## src/rtl/core/pcfd_pkg.sv

```systemverilog
package pcfd_pkg;

  // Field and register widths.
  localparam int unsigned DataW = 32;
  localparam int unsigned SmpW  = 16;
  localparam int unsigned ErrW  = SmpW + 1;
  localparam int unsigned ESumW = SmpW + 2;
  localparam int unsigned IdxW  = 3;
  localparam int unsigned DProdW = DataW + ErrW;

  // Limits of the 32-bit signed range.
  localparam logic signed [DataW-1:0] DataMax = 32'sh7fff_ffff;
  localparam logic signed [DataW-1:0] DataMin = 32'sh8000_0000;

  // Configuration register indexes.
  typedef enum logic [IdxW-1:0] {
    RegPropGain  = 3'd0,
    RegIntegGain = 3'd1,
    RegDerivGain = 3'd2,
    RegDerivPole = 3'd3,
    RegOutMin    = 3'd4,
    RegOutMax    = 3'd5,
    RegIntegMin  = 3'd6,
    RegIntegMax  = 3'd7
  } reg_idx_e;

  // Register file contents as seen by the datapath.
  typedef struct packed {
    logic signed [DataW-1:0] prop_gain;
    logic signed [DataW-1:0] integ_gain;
    logic signed [DataW-1:0] deriv_gain;
    logic signed [DataW-1:0] deriv_pole;
    logic signed [DataW-1:0] out_min;
    logic signed [DataW-1:0] out_max;
    logic signed [DataW-1:0] integ_min;
    logic signed [DataW-1:0] integ_max;
  } cfg_t;

  // Products handed from the multiply stage to the state-update stage.
  typedef struct packed {
    logic signed [DataW-1:0]  prop;
    logic signed [DataW-1:0]  iterm;
    logic signed [DProdW-1:0] dprod;
  } prod_t;

  // Terms handed from the state-update stage to the output stage.
  typedef struct packed {
    logic signed [DataW-1:0] prop;
    logic signed [DataW-1:0] integ;
    logic signed [DataW-1:0] deriv;
  } terms_t;

  // Saturate a wide signed value to the 32-bit signed range.
  function automatic logic signed [DataW-1:0] sat32_f(input logic signed [65:0] v);
    logic signed [65:0] hi;
    logic signed [65:0] lo;
    hi = 66'sh0_7fff_ffff;
    lo = -66'sh0_8000_0000;
    if (v > hi) begin
      sat32_f = DataMax;
    end else if (v < lo) begin
      sat32_f = DataMin;
    end else begin
      sat32_f = v[DataW-1:0];
    end
  endfunction

  // Clamp with the upper test first, so crossed limits resolve to the upper one
  // when the value is above it and to the lower one otherwise.
  function automatic logic signed [DataW-1:0] clamp_f(input logic signed [33:0] v,
                                                      input logic signed [DataW-1:0] lo,
                                                      input logic signed [DataW-1:0] hi);
    logic signed [33:0] lo_x;
    logic signed [33:0] hi_x;
    lo_x = {{2{lo[DataW-1]}}, lo};
    hi_x = {{2{hi[DataW-1]}}, hi};
    if (v > hi_x) begin
      clamp_f = hi;
    end else if (v < lo_x) begin
      clamp_f = lo;
    end else begin
      clamp_f = v[DataW-1:0];
    end
  endfunction

endpackage

```

## src/rtl/core/pcfd_out.sv

```systemverilog
module pcfd_out (
  input  logic                               clk_i,
  input  logic                               rst_ni,
  input  pcfd_pkg::cfg_t                     cfg_i,
  input  logic                               terms_valid_i,
  input  pcfd_pkg::terms_t                   terms_i,
  output logic                               terms_ready_o,
  output logic                               out_valid_o,
  output logic signed [pcfd_pkg::DataW-1:0]  drive_o,
  input  logic                               out_ready_i
);

  logic                               vo_q;
  logic signed [pcfd_pkg::DataW-1:0]  drive_q;
  logic signed [pcfd_pkg::DataW-1:0]  drive_d;
  logic signed [33:0]                 total;
  logic                               ready3;

  assign ready3        = !vo_q || out_ready_i;
  assign terms_ready_o = ready3;

  // Sum of the three terms, clamped to the output limits.
  always_comb begin
    total   = 34'(terms_i.prop) + 34'(terms_i.integ) + 34'(terms_i.deriv);
    drive_d = pcfd_pkg::clamp_f(total, cfg_i.out_min, cfg_i.out_max);
  end

  always_ff @(posedge clk_i or negedge rst_ni) begin
    if (!rst_ni) begin
      vo_q <= 1'b0;
    end else if (ready3) begin
      vo_q <= terms_valid_i;
    end
  end

  always_ff @(posedge clk_i) begin
    if (ready3 && terms_valid_i) begin
      drive_q <= drive_d;
    end
  end

  assign out_valid_o = vo_q;
  assign drive_o     = drive_q;

endmodule

```

## config.mk

```make
export PLATFORM = sky130hd
export DESIGN_NAME = pcfd_out
export DESIGN_NICKNAME = d
export VERILOG_FILES = /design/src/rtl/core/pcfd_pkg.sv /design/src/rtl/core/pcfd_out.sv
export SDC_FILE = /design/constraint.sdc
export NUM_CORES = 1
export LEC_CHECK = 0
export ABC_AREA = 0
export BUFFER_PORTS_ARGS = -buffer_cell sky130_fd_sc_hd__buf_2
export CELL_PAD_IN_SITES_DETAIL_PLACEMENT = 0
export CELL_PAD_IN_SITES_GLOBAL_PLACEMENT = 1
export CORE_AREA = 2 2 151 153
export CTS_CLUSTER_DIAMETER = 40
export DETAILED_ROUTE_END_ITERATION = 6
export DIE_AREA = 0 0 153 155
export PLACE_DENSITY_LB_ADDON = 0.25
export SYNTH_ARGS = -nofsm -noshare
export SYNTH_HDL_FRONTEND = slang
export SYNTH_SLANG_ARGS = --single-unit
```

## constraint.sdc

```tcl
create_clock -name clk_i -period 4.8 [get_ports clk_i]
set_input_delay 0.24 -clock clk_i [delete_from_list [all_inputs] [get_ports clk_i]]
set_output_delay 0.24 -clock clk_i [all_outputs]
set_load 0.05 [all_outputs]
```

==> results by group <==
Global routing
  – First-pass GRT wire length: 32560 microns
  – Met2 Track Usage GR: about a quarter
  – Initial antenna violation count: 5
  – Met3 global-route usage: ~3.5%
  – Maximum number of pins on one net before global-route repair: 21
  – Global routing usage summed across all routing layers: 17.29%
  – Busiest grt layer: met1
  – GR Util met1: between 20% and 30%
  – GRT overflow: 0
  – Via count of the first global-routing pass: slightly above 6000

Die
  – Number of ports placed on the die boundary: 390
  – Area of the die: 23720 sq um
  – Placeable core region: 22230 sq um
  – Initial standard-cell utilization of the core: 27.19%
  – Chip height: approximately 160 microns
  – Width of the chip: 153 microns
  – Number of cell rows: 55

Setup path
  – Cell family with the largest share of critical-path delay: compound AO/OA/AOI/OAI gates
  – Ordered cell list for the critical path: buf_6 -> fa_2 -> buf_6 -> fa_2 -> a21o_4 -> a311o_2 -> nand3_2 -> o211ai_4 -> buf_4 -> o31ai_2 -> o2111ai_2 -> buf_4 -> ha_1 -> nand4_1 -> nor4_4 -> o311ai_2 -> nand4_1 -> mux2i_4 -> buf_12 -> clkbuf_16 -> a21oi_1
  – Critical path start-end classification: in2reg
  – Slowest stage cell on the critical path: fa_2
  – Largest stage delay on the critical path: 490 ps
  – Max Fanout on Critical Path: 10
  – Endpoint arrival time on the critical path: approximately 5000 ps
  – Worst setup SP type: input pin
  – Number of buffers and inverters on the critical path: 6
  – Worst setup EP type: register
  – CP Data Required Time: 4830 ps

Clocking
  – Clock tree from TritonCTS: yes
  – CTS buffer count: 5
  – Root buffer cell: clkbuf_16
  – Clock edge transition at the registers on the reported setup and hold paths: 60 ps
  – CTS H-tree depth: 2
  – CTS max path bufs: 2
  – Number of clock sinks: 33
  – Later-pin clock latency in the skew report: 280 ps

Timing
  – Setup-violating endpoint count in the final report: 11
  – RSZ-0062 raised after global routing: yes
  – Tightest slew margin relative to the limit: 45.32%
  – Final worst path period share: 100.5%
  – Worst hold margin: between 150 and 200 ps
  – Pins over their slew limit: 0
  – Slew @ Worst Pin: between 700 and 800 ps
  – Number of failing hold endpoints at the final stage: 0
  – Worst Skew: approximately 3.7 ps
  – Worst Slack Setup Final: -24.68 ps
  – Post-layout minimum cycle time: roughly 4800 ps
  – Upper clock frequency limit: 207.3 MHz

Pwr
  – P per Cell Area: 504.1 nW/um^2
  – Maximum vdd ir drop: between 200 and 250 uV
  – Total power after layout: 0.004626 W
  – Reported leakage power: approximately 4.4 nW

Synthesis
  – Average cell area after synthesis: roughly 8.6 sq um
  – Library cells used by synthesis: 71
  – Multiplexer share of the synthesized area: ~5.2%
  – Most instantiated flip-flop cell in the synthesis netlist: edfxtp_1
  – Area share of xor/xnor cells in the synthesized design: 3.312%
  – Share of synthesized registers carrying an async set or reset: slightly above 3%
  – Area of the mapped netlist: 6045 sq um
  – Synthesized Nets: 1189
  – Number of flops mapped to enable cells by yosys: 32
  – Adder-cell area share of the yosys netlist: 31.42%
  – Post-synthesis sequential area ratio: 16.31%
  – Flip-flop and latch count after synthesis: 33
  – Synth Instances: between 700 and 800
  – Share of synthesized cell area in and, or, nand and nor gates: 15.19%
  – Compound-cell area share of the yosys netlist: 21.80%
  – Count of warnings emitted by yosys: 0
  – Largest family of logic cells by synthesized area: adder cells

Placed design
  – Half-perimeter wire length after detailed placement: 18650 microns
  – Dpl ws: -648.6 ps
  – Number of buffers inserted by port buffering: 197
  – Post-detailed-placement cell area: approximately 8300 sq um
  – Final GP Congestion: 0.8183
  – Post-Place Cells: about 1300

Cells and area
  – Most common cell after layout, fill and taps aside: buf_2
  – Final instance count without filler cells: 1319
  – Area grow syn2layout: 51.83%
  – Most frequent cells in the layout: 191 x buf_2, 132 x buf_4, 90 x ha_1
  – Final #Nets: 1518
  – Non-Filler Cell Area, Final: 9178 sq um
  – Fraction of final layout cells with drive strength greater than 1: 42.77%

Detailed routing
  – Number of vias in the routed layout: 6316
  – Vias per std cell: around 4.8
  – First-pass iteration count of the detailed router: 4
  – Routed length per instance: 16.15 microns
  – DRC violations left: 0
  – Final ANT Viol Nets: 0
  – Number of DRC markers in iteration 0: 309
  – Final Routed Wirelength: 21300 microns

Status
  – Run status: finished, violations left
  – Violated checks: setup timing

Min path
  – Worst hold path class: in2reg

Run
  – Number of max-capacitance violations reported: 0
-- final timing paths --
path                          startpoint  cells past startpoint  slack [ps]     endpoint
max reg2reg                  out_valid_o                      3        2890  drive_o[27]
max                           terms_i[2]                     21         -20  drive_o[17]
max in group asynchronous         rst_ni                      2        4440  out_valid_o
min reg2reg                  out_valid_o                      2         590  out_valid_o
min                        terms_valid_i                      2         200  out_valid_o
min in group asynchronous         rst_ni                      2         280  out_valid_o
-- Yosys cell counts (all sizes together) (17+ instances only) --
| master | count | share of area (%) |
|---|---|---|
| nor2 | 59 | 3.7 |
| a21oi | 73 | 6.0 |
| a21o | 17 | 2.3 |
| fa | 33 | 11 |
| edfxtp | 32 | 16 |
| o21ai | 27 | 2.4 |
| inv | 75 | 4.7 |
| nand3 | 18 | 1.5 |
| mux2i | 31 | 5.2 |
| ha | 99 | 20 |
| nand4 | 19 | 2.0 |
| nand2 | 40 | 2.5 |
-- metrics by stage --
step	setup TNS [ps]	utilization [%]
final	-197.1	41.29
after global routing	-7875	41.26
after CTS	0	38.90
after detailed placement	-19740	37.45
after global placement	-14180	37.45
after floorplan	-203.7	-
-- logic make-up (layout without fill, tap and decap cells) --
family	after synthesis	after routing
compound gates	192	192
xor+xnor	22	22
fa+ha+maj	132	132
buf+inv	101	431
flops	33	33
mux	31	31
other cells	0	3
simple gates	190	190
-- metal layers --
| metal | vias to the layer above | part of all wire (%) | routed length (microns) |
|---|---|---|---|
| li1 | 3246 | - | - |
| met1 | 2855 | 53 | 11190 |
| met2 | 196 | 40 | 8541 |
| met3 | 15 | 6.4 | 1361 |
| met4 | 4 | 0.86 | 183 |
| met5 | - | 0.11 | 24 |
-- repair_timing --
item / 4_1_cts / 5_1_grt
setup endpoints to repair: 32 / 32
cloned: 0 / 5
hold endpoints to repair: 1 / 0
gates resized for setup: 25 / 66
pin swaps: 26 / 39
buffers inserted: 5 / 7
hold buffers: 1 / 0
-- final cells by class --
type	count	area, sq um
Fill cell	2315	13050
Clock buffer	5	125.1
Clock inverter	3	17.52
Tap cell	285	356.6
Sequential cell	33	985.9
Timing Repair Buffer	348	2344
Antenna cell	3	7.507
Inverter	75	281.5
Multi-Input combinational cell	567	5060
-- sequential cells by signal, indices dropped and copies added, names as in the netlist --
| register | count |
|---|---|
| drive_o | 32 |
| out_valid_o | 1 |
-- worst reg2reg max path: cells and delay by family (launching register included) --
kind                   cells  cell delay (ps)
AND/OR/NAND/NOR            2              790
buffers and inverters      1              410
flip-flops                 1              370
-- where the power goes --
group          switching, W  leakage [nW]  internal, W  total, W
sequential        0.0000384         0.312     0.000493  0.000532
combinational       0.00200          4.05      0.00178   0.00378
clock              0.000126        0.0696     0.000190  0.000316
No activity file was read; power rests on OpenSTA's default activity.
