**config.mk**
```make
export PLATFORM = sky130hd
export DESIGN_NAME = pcfd_loop
export DESIGN_NICKNAME = d
export VERILOG_FILES = /design/src/rtl/core/pcfd_pkg.sv /design/src/rtl/core/pcfd_loop.sv
export SDC_FILE = /design/constraint.sdc
export NUM_CORES = 2
export LEC_CHECK = 0
export BUFFER_PORTS_ARGS = -buffer_cell sky130_fd_sc_hd__buf_2
export CAP_MARGIN = 20
export CORE_AREA = 2 2 295 297
export CTS_BUF_LIST = sky130_fd_sc_hd__clkbuf_16
export DETAILED_ROUTE_END_ITERATION = 16
export DIE_AREA = 0 0 297 299
export PLACE_DENSITY = 0.75
export SLEW_MARGIN = 0
export SYNTH_ARGS = -nofsm -noshare
export SYNTH_HDL_FRONTEND = slang
export SYNTH_SLANG_ARGS = --single-unit
export TNS_END_PERCENT = 50
```
**constraint.sdc**
```tcl
create_clock -name clk_i -period 11.6 [get_ports clk_i]
set_input_delay 0.58 -clock clk_i [delete_from_list [all_inputs] [get_ports clk_i]]
set_output_delay 0.58 -clock clk_i [all_outputs]
set_load 0.01 [all_outputs]
```
**src/rtl/core/pcfd_pkg.sv**
```systemverilog
package pcfd_pkg;

  // Field and register widths.
  localparam int unsigned DataW = 32;
  localparam int unsigned SmpW  = 16;
  localparam int unsigned ErrW  = SmpW + 1;
  localparam int unsigned ESumW = SmpW + 2;
  localparam int unsigned IdxW  = 3;
  localparam int unsigned DProdW = DataW + ErrW;

  // Limits of the 32-bit signed range.
  localparam logic signed [DataW-1:0] DataMax = 32'sh7fff_ffff;
  localparam logic signed [DataW-1:0] DataMin = 32'sh8000_0000;

  // Configuration register indexes.
  typedef enum logic [IdxW-1:0] {
    RegPropGain  = 3'd0,
    RegIntegGain = 3'd1,
    RegDerivGain = 3'd2,
    RegDerivPole = 3'd3,
    RegOutMin    = 3'd4,
    RegOutMax    = 3'd5,
    RegIntegMin  = 3'd6,
    RegIntegMax  = 3'd7
  } reg_idx_e;

  // Register file contents as seen by the datapath.
  typedef struct packed {
    logic signed [DataW-1:0] prop_gain;
    logic signed [DataW-1:0] integ_gain;
    logic signed [DataW-1:0] deriv_gain;
    logic signed [DataW-1:0] deriv_pole;
    logic signed [DataW-1:0] out_min;
    logic signed [DataW-1:0] out_max;
    logic signed [DataW-1:0] integ_min;
    logic signed [DataW-1:0] integ_max;
  } cfg_t;

  // Products handed from the multiply stage to the state-update stage.
  typedef struct packed {
    logic signed [DataW-1:0]  prop;
    logic signed [DataW-1:0]  iterm;
    logic signed [DProdW-1:0] dprod;
  } prod_t;

  // Terms handed from the state-update stage to the output stage.
  typedef struct packed {
    logic signed [DataW-1:0] prop;
    logic signed [DataW-1:0] integ;
    logic signed [DataW-1:0] deriv;
  } terms_t;

  // Saturate a wide signed value to the 32-bit signed range.
  function automatic logic signed [DataW-1:0] sat32_f(input logic signed [65:0] v);
    logic signed [65:0] hi;
    logic signed [65:0] lo;
    hi = 66'sh0_7fff_ffff;
    lo = -66'sh0_8000_0000;
    if (v > hi) begin
      sat32_f = DataMax;
    end else if (v < lo) begin
      sat32_f = DataMin;
    end else begin
      sat32_f = v[DataW-1:0];
    end
  endfunction

  // Clamp with the upper test first, so crossed limits resolve to the upper one
  // when the value is above it and to the lower one otherwise.
  function automatic logic signed [DataW-1:0] clamp_f(input logic signed [33:0] v,
                                                      input logic signed [DataW-1:0] lo,
                                                      input logic signed [DataW-1:0] hi);
    logic signed [33:0] lo_x;
    logic signed [33:0] hi_x;
    lo_x = {{2{lo[DataW-1]}}, lo};
    hi_x = {{2{hi[DataW-1]}}, hi};
    if (v > hi_x) begin
      clamp_f = hi;
    end else if (v < lo_x) begin
      clamp_f = lo;
    end else begin
      clamp_f = v[DataW-1:0];
    end
  endfunction

endpackage

```
**src/rtl/core/pcfd_loop.sv**
```systemverilog
module pcfd_loop (
  input  logic             clk_i,
  input  logic             rst_ni,
  input  pcfd_pkg::cfg_t   cfg_i,
  input  logic             prod_valid_i,
  input  pcfd_pkg::prod_t  prod_i,
  output logic             prod_ready_o,
  output logic             terms_valid_o,
  output pcfd_pkg::terms_t terms_o,
  input  logic             terms_ready_i
);

  logic                               v2_q;
  logic signed [pcfd_pkg::DataW-1:0]  prop_q;
  logic signed [pcfd_pkg::DataW-1:0]  integ_acc_q;
  logic signed [pcfd_pkg::DataW-1:0]  integ_acc_d;
  logic signed [pcfd_pkg::DataW-1:0]  deriv_acc_q;
  logic signed [pcfd_pkg::DataW-1:0]  deriv_acc_d;
  logic signed [32:0]                 integ_sum;
  logic signed [pcfd_pkg::DataW-1:0]  integ_sat;
  logic signed [63:0]                 pole_mul;
  logic signed [65:0]                 dsum;
  logic signed [65:0]                 dsum_rnd;
  logic                               ready2;
  logic                               step;

  assign ready2       = !v2_q || terms_ready_i;
  assign step         = prod_valid_i && ready2;
  assign prod_ready_o = ready2;

  // Trapezoidal integrator: saturating add, then anti-windup clamp.
  always_comb begin
    integ_sum   = 33'(integ_acc_q) + 33'(prod_i.iterm);
    integ_sat   = pcfd_pkg::sat32_f(66'(integ_sum));
    integ_acc_d = pcfd_pkg::clamp_f(34'(integ_sat), cfg_i.integ_min, cfg_i.integ_max);
  end

  // Band-limited derivative on the measurement, 32 fraction bits inside.
  always_comb begin
    pole_mul    = 64'(cfg_i.deriv_pole) * 64'(deriv_acc_q);
    dsum        = 66'(pole_mul) - (66'(prod_i.dprod) <<< 8);
    dsum_rnd    = (dsum + 66'sd32768) >>> 16;
    deriv_acc_d = pcfd_pkg::sat32_f(dsum_rnd);
  end

  always_ff @(posedge clk_i or negedge rst_ni) begin
    if (!rst_ni) begin
      v2_q        <= 1'b0;
      integ_acc_q <= '0;
      deriv_acc_q <= '0;
    end else begin
      if (ready2) begin
        v2_q <= prod_valid_i;
      end
      if (step) begin
        integ_acc_q <= integ_acc_d;
        deriv_acc_q <= deriv_acc_d;
      end
    end
  end

  always_ff @(posedge clk_i) begin
    if (step) begin
      prop_q <= prod_i.prop;
    end
  end

  assign terms_valid_o = v2_q;
  assign terms_o.prop  = prop_q;
  assign terms_o.integ = integ_acc_q;
  assign terms_o.deriv = deriv_acc_q;

endmodule

```
==> key figures <==
Setup path
  – WS Path Type: reg2reg
  – CP endpoint: deriv_acc_q[3]
  – Launch point of the worst path: deriv_acc_q[10]
  – Worst-case reg-to-reg path depth: 24
  – CP Max Fanout: 21
  – R2r endpoint: deriv_acc_q[3]
  – Worst endpoint required time: 11840 ps
  – Crit. End Element: register
  – R2R Path Start: deriv_acc_q[10]
  – Worst path arrival time: 10520 ps
  – Startpoint types: register
  – Internal reg-to-reg setup slack: 1320 ps

Floorplan
  – CORE AREA: 85900 um2
  – # IOs: 471
  – Initial core utilization: 54.5%
  – Row cnt: 108
  – DIE AREA: 88800 um2
  – Die X: 297 um
  – Chip Height: 299 um

Clock network
  – Hold_buf cts: 0
  – Clock-pin transition on the worst setup and hold timing paths: 90 ps
  – Worst-Skew Late Latency: 390 ps
  – H-tree levels: 3
  – CTS buffer count: 9
  – Clock tree buffer depth: 2
  – # resized after CTS: 0
  – CTS Sinks: 97
  – Setup repair bufs after CTS: 0
  – Root Buffer: clkbuf_16
  – CTS tree: built

Global routing
  – Vias in the first global route: 38607
  – Initial antenna violation count: 9
  – Largest net degree at the start of global routing: 62
  – Grt ovf: 0
  – Gr usage total: 30.8%
  – Met2 usage: 48.7%
  – First-pass GRT wire length: 213000 um
  – Grt met1 use: 43.2%
  – GR peak layer: met2
  – GRT met3 Usage: 6.48%

Yosys
  – Top-count cell post-synth: inv_1
  – Net Count, Synth: 6980
  – Post-Syn Area: 46800 um2
  – Cell taking the most area after synthesis: fa_1
  – Post-synth top cells: inv_1 (1264), fa_1 (1148), nand2_1 (566), and2_1 (543), ha_1 (302)
  – Area contributors post-synth: fa_1 (49%), inv_1 (10%), ha_1 (8.1%), and2_1 (7.3%), nand2_1 (4.5%)
  – Post-synth EDFFs: 32
  – Post-Syn Instances: 5157
  – Flops & latches, synth: 97
  – Cell variety after synth: 83
  – Post-synth ARST share: 67.0%
  – Syn. warnings: 0
  – Post-synthesis sequential area ratio: 5.53%
  – Area share of the largest cell type after synthesis: 49.1%
  – Main synth FF type: dfrtp_1
  – Avg Inst Size Synth: 9.08 um2

Drt
  – WL/cell: 20.5 um
  – Routed via count: 35914
  – Total length of routed wires: 132000 um
  – Final ANT Viol Nets: 0
  – DRT Pass-1 Iters: 5
  – Routed vias/inst: 5.57
  – Initial DRC Count: 2615
  – DRC errors left: 0

Min path
  – HP Class: in2async

STA
  – Fmax: 0.0972 GHz
  – RSZ-0062 raised after global routing: false
  – # setup viols final: 0
  – Crit path time final: 10280 ps
  – Worst-Margin Slew: 1110 ps
  – Final WS setup: 1320 ps
  – Final Cycle Share: 88.7%
  – Post-Route Setup TNS: 0 ps
  – Clock Skew: 22.9 ps
  – Final Max Slew Viols: 0
  – Worst slew margin: 25.9%
  – Final hold vios: 0
  – Hold Worst Slack: 42.8 ps

Placed design
  – Pre-CTS WS: 1170 ps
  – IO buf count: 310
  – Hpwl dp: 109000 um
  – RePlAce Congestion: 1.00

Finish
  – Final nets: 7104
  – Proportion of layout cells with a drive suffix above 1: 8.19%
  – Layout overhead on the synthesized area: 6.05%

Run status
  – Status: complete, no violations

Flow run
  – # Max-Cap Violations: 0
[critical path, stage by stage (launching register included)]
cell and delay (ps):
dfrtp_1 1070, nand2_1 260, fa_1 620, fa_1 900, inv_1 110, fa_1 980
fa_1 570, fa_1 500, fa_1 490, inv_1 50, fa_1 450, fa_1 490
inv_1 40, ha_1 380, a21oi_1 300, nand2_1 150, o41ai_1 420, o21ai_0 210
or3_1 380, mux2i_1 140, nor3_1 90, and4bb_2 230, a41oi_2 790, buf_4 380
o32ai_1 120
[area by class of cell]
class | count | area (um2)
Clock buffer | 9 | 225
Tap cell | 1155 | 1450
Antenna cell | 3 | 7.51
Fill cell | 7597 | 36300
Timing Repair Buffer | 379 | 2070
Clock inverter | 7 | 90.1
Multi-Input combinational cell | 3528 | 38500
Inverter | 1266 | 4750
Sequential cell | 97 | 2590
[through the flow]
step	utilization (%)	cells	instance area, um2
global placement	57.4	6425	49300
floorplan	-	5157	46800
detailed placement	57.4	6425	49300
global route	57.8	6444	49600
CTS	57.8	6441	49600
finish	57.8	6444	49600
[placed cells by master (no fill, tap or decap), types with 8 or more instances in the layout]
| master | n |
|---|---|
| a21oi_1 | 121 |
| nand2b_1 | 18 |
| o211ai_1 | 18 |
| ha_1 | 302 |
| edfxtp_1 | 32 |
| o32ai_1 | 31 |
| and4_1 | 8 |
| and2_1 | 543 |
| a211oi_1 | 36 |
| and3_1 | 9 |
| nor3_1 | 52 |
| fa_1 | 1148 |
| mux2_2 | 10 |
| dfrtp_1 | 63 |
| nand4_1 | 40 |
| o21ai_0 | 135 |
| o21bai_1 | 12 |
| nor2_1 | 122 |
| o21a_1 | 11 |
| nor2b_1 | 35 |
| buf_2 | 309 |
| inv_1 | 1264 |
| nand2_1 | 565 |
| xor2_1 | 27 |
| clkbuf_16 | 9 |
| a31oi_1 | 11 |
| nor4_1 | 11 |
| xnor2_1 | 55 |
| buf_4 | 70 |
| a21o_1 | 38 |
| nand3_1 | 37 |
[flip-flops by register name (all words and copies together) (netlist names)]
| register | count |
|---|---|
| terms_valid_o | 1 |
| prop_q | 32 |
| integ_acc_q | 32 |
| deriv_acc_q | 32 |
[cell families after synthesis]
logic type / after synthesis / share of synthesized area, %
AO/OA/AOI/OAI: 498 / 6.95
flip-flops: 97 / 5.53
multiplexers: 17 / 0.390
adder cells (fa/ha/maj): 1454 / 57.3
XOR/XNOR: 82 / 1.53
AND/OR/NAND/NOR: 1477 / 16.0
buffers and inverters: 1532 / 12.3
[how the worst min path moves through the flow]
| stage | startpoint | endpoint | slack [ps] |
|---|---|---|---|
| 5_1_grt | rst_ni | terms_valid_o | 50 |
| 3_5_place_dp | rst_ni | terms_valid_o | 470 |
| 3_3_place_gp | rst_ni | terms_valid_o | 470 |
| 2_1_floorplan | rst_ni | deriv_acc_q[0] | 280 |
| 4_1_cts | rst_ni | terms_valid_o | 30 |
| 6_report | rst_ni | terms_valid_o | 40 |
[routing by layer]
metal  routed length (um)  vias up
met1                54700    18404
met2                60800     1632
met4                 4150        4
li1                     -    15624
met3                12100      250
met5                   23        -
Power is left out: the tool's default activity adds up to more than one toggle a clock period on the data nets, which glitch-free logic cannot reach.
