--- config.mk ---
export PLATFORM = sky130hd
export DESIGN_NAME = pcfd_cfg_regs
export DESIGN_NICKNAME = d
export VERILOG_FILES = /design/src/rtl/core/pcfd_pkg.sv /design/src/rtl/core/pcfd_cfg_regs.sv
export SDC_FILE = /design/constraint.sdc
export NUM_CORES = 1
export LEC_CHECK = 0
export BUFFER_PORTS_ARGS = -buffer_cell sky130_fd_sc_hd__buf_2
export CAP_MARGIN = 20
export CORE_MARGIN = 10
export CORE_UTILIZATION = 48
export CTS_BUF_LIST = sky130_fd_sc_hd__clkbuf_8
export DETAILED_ROUTE_END_ITERATION = 7
export GPL_TIMING_DRIVEN = 1
export PLACE_DENSITY = 0.78
export SYNTH_ARGS = -nofsm -noshare
export SYNTH_HDL_FRONTEND = slang
export SYNTH_SLANG_ARGS = --single-unit
--- constraint.sdc ---
create_clock -name clk_i -period 0.8 [get_ports clk_i]
set_clock_uncertainty 0.05 [all_clocks]
set_input_delay 0.04 -clock clk_i [delete_from_list [all_inputs] [get_ports clk_i]]
set_output_delay 0.04 -clock clk_i [all_outputs]
set_load 0.01 [all_outputs]
--- src/rtl/core/pcfd_pkg.sv ---
package pcfd_pkg;

  // Field and register widths.
  localparam int unsigned DataW = 32;
  localparam int unsigned SmpW  = 16;
  localparam int unsigned ErrW  = SmpW + 1;
  localparam int unsigned ESumW = SmpW + 2;
  localparam int unsigned IdxW  = 3;
  localparam int unsigned DProdW = DataW + ErrW;

  // Limits of the 32-bit signed range.
  localparam logic signed [DataW-1:0] DataMax = 32'sh7fff_ffff;
  localparam logic signed [DataW-1:0] DataMin = 32'sh8000_0000;

  // Configuration register indexes.
  typedef enum logic [IdxW-1:0] {
    RegPropGain  = 3'd0,
    RegIntegGain = 3'd1,
    RegDerivGain = 3'd2,
    RegDerivPole = 3'd3,
    RegOutMin    = 3'd4,
    RegOutMax    = 3'd5,
    RegIntegMin  = 3'd6,
    RegIntegMax  = 3'd7
  } reg_idx_e;

  // Register file contents as seen by the datapath.
  typedef struct packed {
    logic signed [DataW-1:0] prop_gain;
    logic signed [DataW-1:0] integ_gain;
    logic signed [DataW-1:0] deriv_gain;
    logic signed [DataW-1:0] deriv_pole;
    logic signed [DataW-1:0] out_min;
    logic signed [DataW-1:0] out_max;
    logic signed [DataW-1:0] integ_min;
    logic signed [DataW-1:0] integ_max;
  } cfg_t;

  // Products handed from the multiply stage to the state-update stage.
  typedef struct packed {
    logic signed [DataW-1:0]  prop;
    logic signed [DataW-1:0]  iterm;
    logic signed [DProdW-1:0] dprod;
  } prod_t;

  // Terms handed from the state-update stage to the output stage.
  typedef struct packed {
    logic signed [DataW-1:0] prop;
    logic signed [DataW-1:0] integ;
    logic signed [DataW-1:0] deriv;
  } terms_t;

  // Saturate a wide signed value to the 32-bit signed range.
  function automatic logic signed [DataW-1:0] sat32_f(input logic signed [65:0] v);
    logic signed [65:0] hi;
    logic signed [65:0] lo;
    hi = 66'sh0_7fff_ffff;
    lo = -66'sh0_8000_0000;
    if (v > hi) begin
      sat32_f = DataMax;
    end else if (v < lo) begin
      sat32_f = DataMin;
    end else begin
      sat32_f = v[DataW-1:0];
    end
  endfunction

  // Clamp with the upper test first, so crossed limits resolve to the upper one
  // when the value is above it and to the lower one otherwise.
  function automatic logic signed [DataW-1:0] clamp_f(input logic signed [33:0] v,
                                                      input logic signed [DataW-1:0] lo,
                                                      input logic signed [DataW-1:0] hi);
    logic signed [33:0] lo_x;
    logic signed [33:0] hi_x;
    lo_x = {{2{lo[DataW-1]}}, lo};
    hi_x = {{2{hi[DataW-1]}}, hi};
    if (v > hi_x) begin
      clamp_f = hi;
    end else if (v < lo_x) begin
      clamp_f = lo;
    end else begin
      clamp_f = v[DataW-1:0];
    end
  endfunction

endpackage

--- src/rtl/core/pcfd_cfg_regs.sv ---
module pcfd_cfg_regs (
  input  logic                          clk_i,
  input  logic                          rst_ni,
  input  logic                          cfg_we_i,
  input  logic [pcfd_pkg::IdxW-1:0]     cfg_idx_i,
  input  logic [pcfd_pkg::DataW-1:0]    cfg_data_i,
  output pcfd_pkg::cfg_t                cfg_o
);

  pcfd_pkg::cfg_t cfg_q;
  pcfd_pkg::cfg_t cfg_d;

  // Write decode: one register per write.
  always_comb begin
    cfg_d = cfg_q;
    if (cfg_we_i) begin
      unique case (pcfd_pkg::reg_idx_e'(cfg_idx_i))
        pcfd_pkg::RegPropGain:  cfg_d.prop_gain  = cfg_data_i;
        pcfd_pkg::RegIntegGain: cfg_d.integ_gain = cfg_data_i;
        pcfd_pkg::RegDerivGain: cfg_d.deriv_gain = cfg_data_i;
        pcfd_pkg::RegDerivPole: cfg_d.deriv_pole = cfg_data_i;
        pcfd_pkg::RegOutMin:    cfg_d.out_min    = cfg_data_i;
        pcfd_pkg::RegOutMax:    cfg_d.out_max    = cfg_data_i;
        pcfd_pkg::RegIntegMin:  cfg_d.integ_min  = cfg_data_i;
        pcfd_pkg::RegIntegMax:  cfg_d.integ_max  = cfg_data_i;
        default:                cfg_d = cfg_q;
      endcase
    end
  end

  always_ff @(posedge clk_i or negedge rst_ni) begin
    if (!rst_ni) begin
      cfg_q.prop_gain  <= '0;
      cfg_q.integ_gain <= '0;
      cfg_q.deriv_gain <= '0;
      cfg_q.deriv_pole <= '0;
      cfg_q.out_min    <= pcfd_pkg::DataMin;
      cfg_q.out_max    <= pcfd_pkg::DataMax;
      cfg_q.integ_min  <= pcfd_pkg::DataMin;
      cfg_q.integ_max  <= pcfd_pkg::DataMax;
    end else begin
      cfg_q <= cfg_d;
    end
  end

  assign cfg_o = cfg_q;

endmodule

==> results of run 1 <==
[cell families after synthesis]
group | share of synthesized area [%]
multiplexers | 29.72
flip-flops | 66.86
buffers and inverters | 2.502
AND/OR/NAND/NOR | 0.9158
[path summary, 6_finish.rpt]
| kind | from | endpoint | cells after the start |
|---|---|---|---|
| max | cfg_o[17] | cfg_o[17] | 1 |
| max reg2reg | cfg_o[104] | cfg_o[104] | 3 |
| min in group clk_i | cfg_idx_i[2] | cfg_o[179] | 5 |
| max in group asynchronous | rst_ni | cfg_o[67] | 3 |
| min | rst_ni | cfg_o[216] | 2 |
| min reg2reg | cfg_o[252] | cfg_o[252] | 1 |
[routing by layer]
metal / vias to the layer above / global-route usage (%)
met1: 4166 / 30.54
met3: 176 / 8.544
li1: 3158 / -
met2: 502 / 49.38
met4: 0 / 11.21
met5: - / 0
[cell usage in the layout, fill, tap and decap left out, types with 2 or more instances in the layout]
cell	instances
dfstp_2	64
buf_6	409
buf_2	78
inv_1	22
buf_12	25
buf_8	2
mux2_2	29
diode_2	2
buf_16	6
clkbuf_8	50
nor4bb_4	2
clkbuf_16	5
dlygate4sd3_1	33
nand4b_1	3
dfrtp_1	192
buf_4	31
mux2_4	227
clkinv_2	3
[metrics by stage]
stage / TNS, ns / util, % / instances / total power [W]
final: -142.08 / 90.84 / 1452 / 0.05053
after CTS: -122.38 / 83.21 / 1387 / 0.04515
after floorplan: -86.65 / - / 551 / 0.02276
after global placement: -143.77 / 64.61 / 1186 / 0.02846
after global routing: -148.99 / 90.84 / 1452 / 0.05190
after detailed placement: -149.41 / 64.61 / 1186 / 0.02885
[report_power, final]
part	total, W	switching [W]	leakage, nW	internal [W]
clock network	0.0116	0.00598	0.489	0.00567
logic	0.0196	0.00696	5.46	0.0126
registers	0.0193	0.00292	2.98	0.0164
[area by class of cell]
cell class              count  area (um^2)  share of cell area [%]
flip-flops and latches    256         6486                   36.33
diodes                      2        5.005                 0.02803
well taps                 265        331.6                   1.857
clock buffers              50        688.2                   3.855
clock inverters            26        105.1                  0.5887
multi-input cells         264         3857                   21.61
repair buffers            589         6380                   35.73
[repair_timing]
item                                   4_1_cts  5_1_grt
pin swaps                                    4        4
endpoints found under the hold margin      512       10
gates resized for setup                    380      241
setup endpoints to repair                  467      494
cloned                                       6        5
buffers inserted                            86      104
==> reports/results.txt, run 1 <==
DR vias: 8002
Count leader, synth: mux2_2
Io pins: 294
Syn Area/Cell: 17.61 um^2
Critical Path Slowest Stage Cell: dfstp_2
Die ar.: 26300 um^2
Hold buffer count at CTS: 33
Maximum fanout along the worst path: 2
Min-Delay Path Class: input port to asynchronous set/reset pin
Failing checks: hold timing, setup timing
Final wirelength: 46.75 mm
First-pass GRT wire length: 55.79 mm
Period utilization: 173.1%
Post-synth EDFFs: 0
Worst EP arrival: 1.29 ns
Port-buffer cells: 293
Status: complete, but fails checks
Synth unique cells: 11
Layout cells sized above 1: 78.82%
Initial Util: 49.36%
Sequential share of the synthesized area: 66.86%
Mapped cell area: 9701 um^2
Initial antenna violation count: 2
Post-DP HPWL: 19.49 mm
Max incr delay on CP: 0.61 ns
Area Overhead vs Synth: 84.05%
Remaining Overflow, GRT: 0
Largest net degree at the start of global routing: 41
Latest clock arrival within the worst-skew pair: 0.56 ns
Routed met2 length: 23.75 mm
Post-DP Area: 12700 um^2
CTS tree: done
Number of global-route vias before repair: 8297
Largest register FFs: 256
Hold Violations, Final: 10
Final #Nets: 1191
CTS Root Cell: clkbuf_8
Setup violators final: 493
Synth Flop Type: dfrtp_1
WP buf/inv: 1
Syn. warnings: 0
Crit path time final: 1.384 ns
CP top delay family: flip-flops
Max_slew headroom: 71.37%
Initial drt markers: 611
Clock tree sinks: 256
Top layer in use: met4
Final Max Tran Viols: 0
Gpl congestion: 0.7659
DR vias/cell: 5.511
Setup ws final: -0.5844 ns
Routed Antenna Nets: 0
Lkg Pwr: 8.929 nW
M1 wire length: 16.24 mm
GRT Total Usage: 27.90%
Power Density: 2831 nW/um^2
Synth area leaders: dfrtp_1 (50%), mux2_2 (28%), dfstp_2 (17%)
Syn Nets: 589
# fillers: 659
Worst Setup End Kind: output pin
Row cnt: 51
Routed WL per cell: 32.20 um
Tightest Pin Transition: 0.4287 ns
Core area: 19650 um^2
WHS: -0.09466 ns
Top cell type's share of synthesized area: 49.53%
DRC violations left: 0
Critical path startpoint category: flip-flop
Post-synth ARST share: 100.0%
Clock buffer depth: 3
Die Wd: 162.2 um
Router iterations before antenna repair: 5
VDD IR-drop max: 1.913 mV
R2R setup slack: -0.29 ns
Fmax achieved: 722.3 MHz
RSZ-0062 raised after global routing: true
Critical path cell sequence: buf_6
Clk pin slew, worst setup/hold paths: 0.08 ns
Synth cell count leaders: mux2_2 (243), dfrtp_1 (192), dfstp_2 (64)
Required time of the critical path: 0.71 ns
Post-Synthesis Cells: 551
H-tree levels: 2
Max-Cap Viols: 0
TritonCTS buffer count: 42
Most area-hungry cell type in the Yosys netlist: dfrtp_1
Dpl ws: -0.6524 ns
Register bit count reported by yosys: 256
Design Area, Final: 17850 um^2
Met3 wire len: 3.831 mm
Critical path class: flip-flop to output pin
DIE HEIGHT: 162.2 um
No activity file was read; power rests on OpenSTA's default activity.
==> run 2, diff against run 1 <==
==> constraint.sdc (replaced) <==
create_clock -name clk_i -period 0.8 [get_ports clk_i]
set_clock_uncertainty 0.05 [all_clocks]
set_input_delay 0.12 -clock clk_i [delete_from_list [all_inputs] [get_ports clk_i]]
set_output_delay 0.12 -clock clk_i [all_outputs]
set_load 0.01 [all_outputs]
==> run 2 against run 1 <==
The flow finishes with violations (setup timing). Largest cell class unchanged. Fmax fell by 3.3%. Critical path type unchanged. Sequential cell count did not move. Highest routed layer unchanged. Final area fell by 3.7%. Sequential share of layout area rose by 1.4 points.
==> reports/results.txt, run 2 (same netlist as run 1, synthesis figures left out) <==
Commonest non-fill, non-tap cells in the layout: buf_6 (316), mux2_4 (210), dfrtp_1 (192)
First-pass GRT wire length: 54.61 mm
CTS Root Cell: clkbuf_8
Final wirelength: 44.35 mm
Area Overhead vs Synth: 77.31%
Remaining Overflow, GRT: 0
Most common cell after layout, fill and taps aside: buf_6
Layout Cells excl Fill: 1399
Io pins: 294
Design Area, Final: 17200 um^2
WP buf/inv: 1
Hold buffer count at CTS: 33
Critical path class: flip-flop to output pin
RSZ-0062 raised after global routing: true
Final Max Tran Viols: 0
Core area: 19650 um^2
Row cnt: 51
Crit path time final: 1.432 ns
Placed insts: 1108
CP top delay family: flip-flops
Status: complete, but fails checks
Final #Nets: 1139
Post-DP HPWL: 18.77 mm
Worst EP arrival: 1.26 ns
Tightest Pin Transition: 0.2853 ns
DR vias: 7624
Port-buffer cells: 293
Initial Util: 49.36%
Setup ws final: -0.6315 ns
Gpl congestion: 0.7863
Max incr delay on CP: 0.59 ns
R2R setup slack: -0.33 ns
Worst Setup End Kind: output pin
Setup_tns: -165.45 ns
Initial drt markers: 438
Largest register FFs: 256
Area occupied by multi-input gates: 3794 um^2
Largest net degree at the start of global routing: 46
CTS tree: done
Clock tree sinks: 256
Fmax achieved: 698.5 MHz
Number of global-route vias before repair: 8229
VDD IR-drop max: 2.336 mV
Critical Path Slowest Stage Cell: dfstp_2
Clock buffer depth: 3
Critical path startpoint category: flip-flop
H-tree levels: 2
Required time of the critical path: 0.63 ns
Post-DP Area: 12110 um^2
Period utilization: 178.9%
Ant. Diodes: 0
Hold Violations, Final: 0
# fillers: 748
Router iterations before antenna repair: 5
GRT Total Usage: 27.42%
Setup violators final: 512
Min-Delay Path Class: input port to asynchronous set/reset pin
TritonCTS buffer count: 42
Max_slew headroom: 80.95%
Failing checks: setup timing
Latest clock arrival within the worst-skew pair: 0.53 ns
Lkg Pwr: 8.547 nW
FF/Latch Area: 6486 um^2
Layout cells sized above 1: 77.95%
DIE HEIGHT: 162.2 um
Die Wd: 162.2 um
Max-Cap Viols: 0
Critical path cell sequence: buf_6
Clk pin slew, worst setup/hold paths: 0.07 ns
Die ar.: 26300 um^2
Power Density: 2803 nW/um^2
Routed WL per cell: 31.70 um
Initial antenna violation count: 0
DRC violations left: 0
Routed Antenna Nets: 0
DR vias/cell: 5.450
Maximum fanout along the worst path: 2
## run 2: changes by cell type in the layout (fill, tap and decap cells not counted), sizes merged
cell	change
buf	-53
clkbuf	+6
clkinv	-2
diode	-2
clkinvlp	-1
inv	-1
## run 2: routing by layer
metal | up-vias | part of all wire [%] | track usage, %
li1 | 3057 | - | -
met1 | 3981 | 36 | 30.56
met2 | 436 | 50 | 48.75
met3 | 150 | 7.7 | 8.064
met4 | 0 | 5.8 | 9.719
met5 | - | 0 | 0
## run 2: stage by stage
| step | setup slack [ns] | total power (W) | hold WS [ns] | utilization, % |
|---|---|---|---|---|
| global route | -0.6601 | 0.04977 | 0.002088 | 87.52 |
| floorplan | -0.5372 | 0.02276 | -0.2256 | - |
| global placement | -0.7232 | 0.02728 | -0.07007 | 61.63 |
| detailed placement | -0.7573 | 0.02760 | -0.07063 | 61.63 |
| CTS | -0.5935 | 0.04294 | -0.04282 | 79.31 |
| finish | -0.6315 | 0.04821 | 0.004433 | 87.52 |
## run 2: path summary, 6_finish.rpt
check	startpoint	end	cells past startpoint
max	cfg_o[16]	cfg_o[16]	1
min	rst_ni	cfg_o[245]	2
max reg2reg	cfg_o[171]	cfg_o[171]	3
min reg2reg	cfg_o[149]	cfg_o[149]	1
max in group asynchronous	rst_ni	cfg_o[68]	3
min in group clk_i	cfg_idx_i[0]	cfg_o[173]	5
## run 2: report_power, final
| part | total, W | switching [W] | internal (W) | leakage (nW) |
|---|---|---|---|---|
| Combinational | 0.0171 | 0.00620 | 0.0109 | 5.06 |
| Sequential | 0.0193 | 0.00288 | 0.0164 | 2.98 |
| Clock | 0.0118 | 0.00568 | 0.00614 | 0.511 |
## run 2: area by class of cell
class / instances / share of cell area [%]
Tap cell: 265 / 1.928
Sequential cell: 256 / 37.71
Clock inverter: 22 / 0.4874
Timing Repair Buffer: 537 / 33.42
Multi-Input combinational cell: 264 / 22.06
Clock buffer: 55 / 4.401
## run 2: timing repair
item                                   4_1_cts  5_1_grt
buffers inserted                            95      112
setup endpoints to repair                  439      511
endpoints found under the hold margin      512       10
cloned                                      15        8
gates resized for setup                    264      254
pin swaps                                    4        3
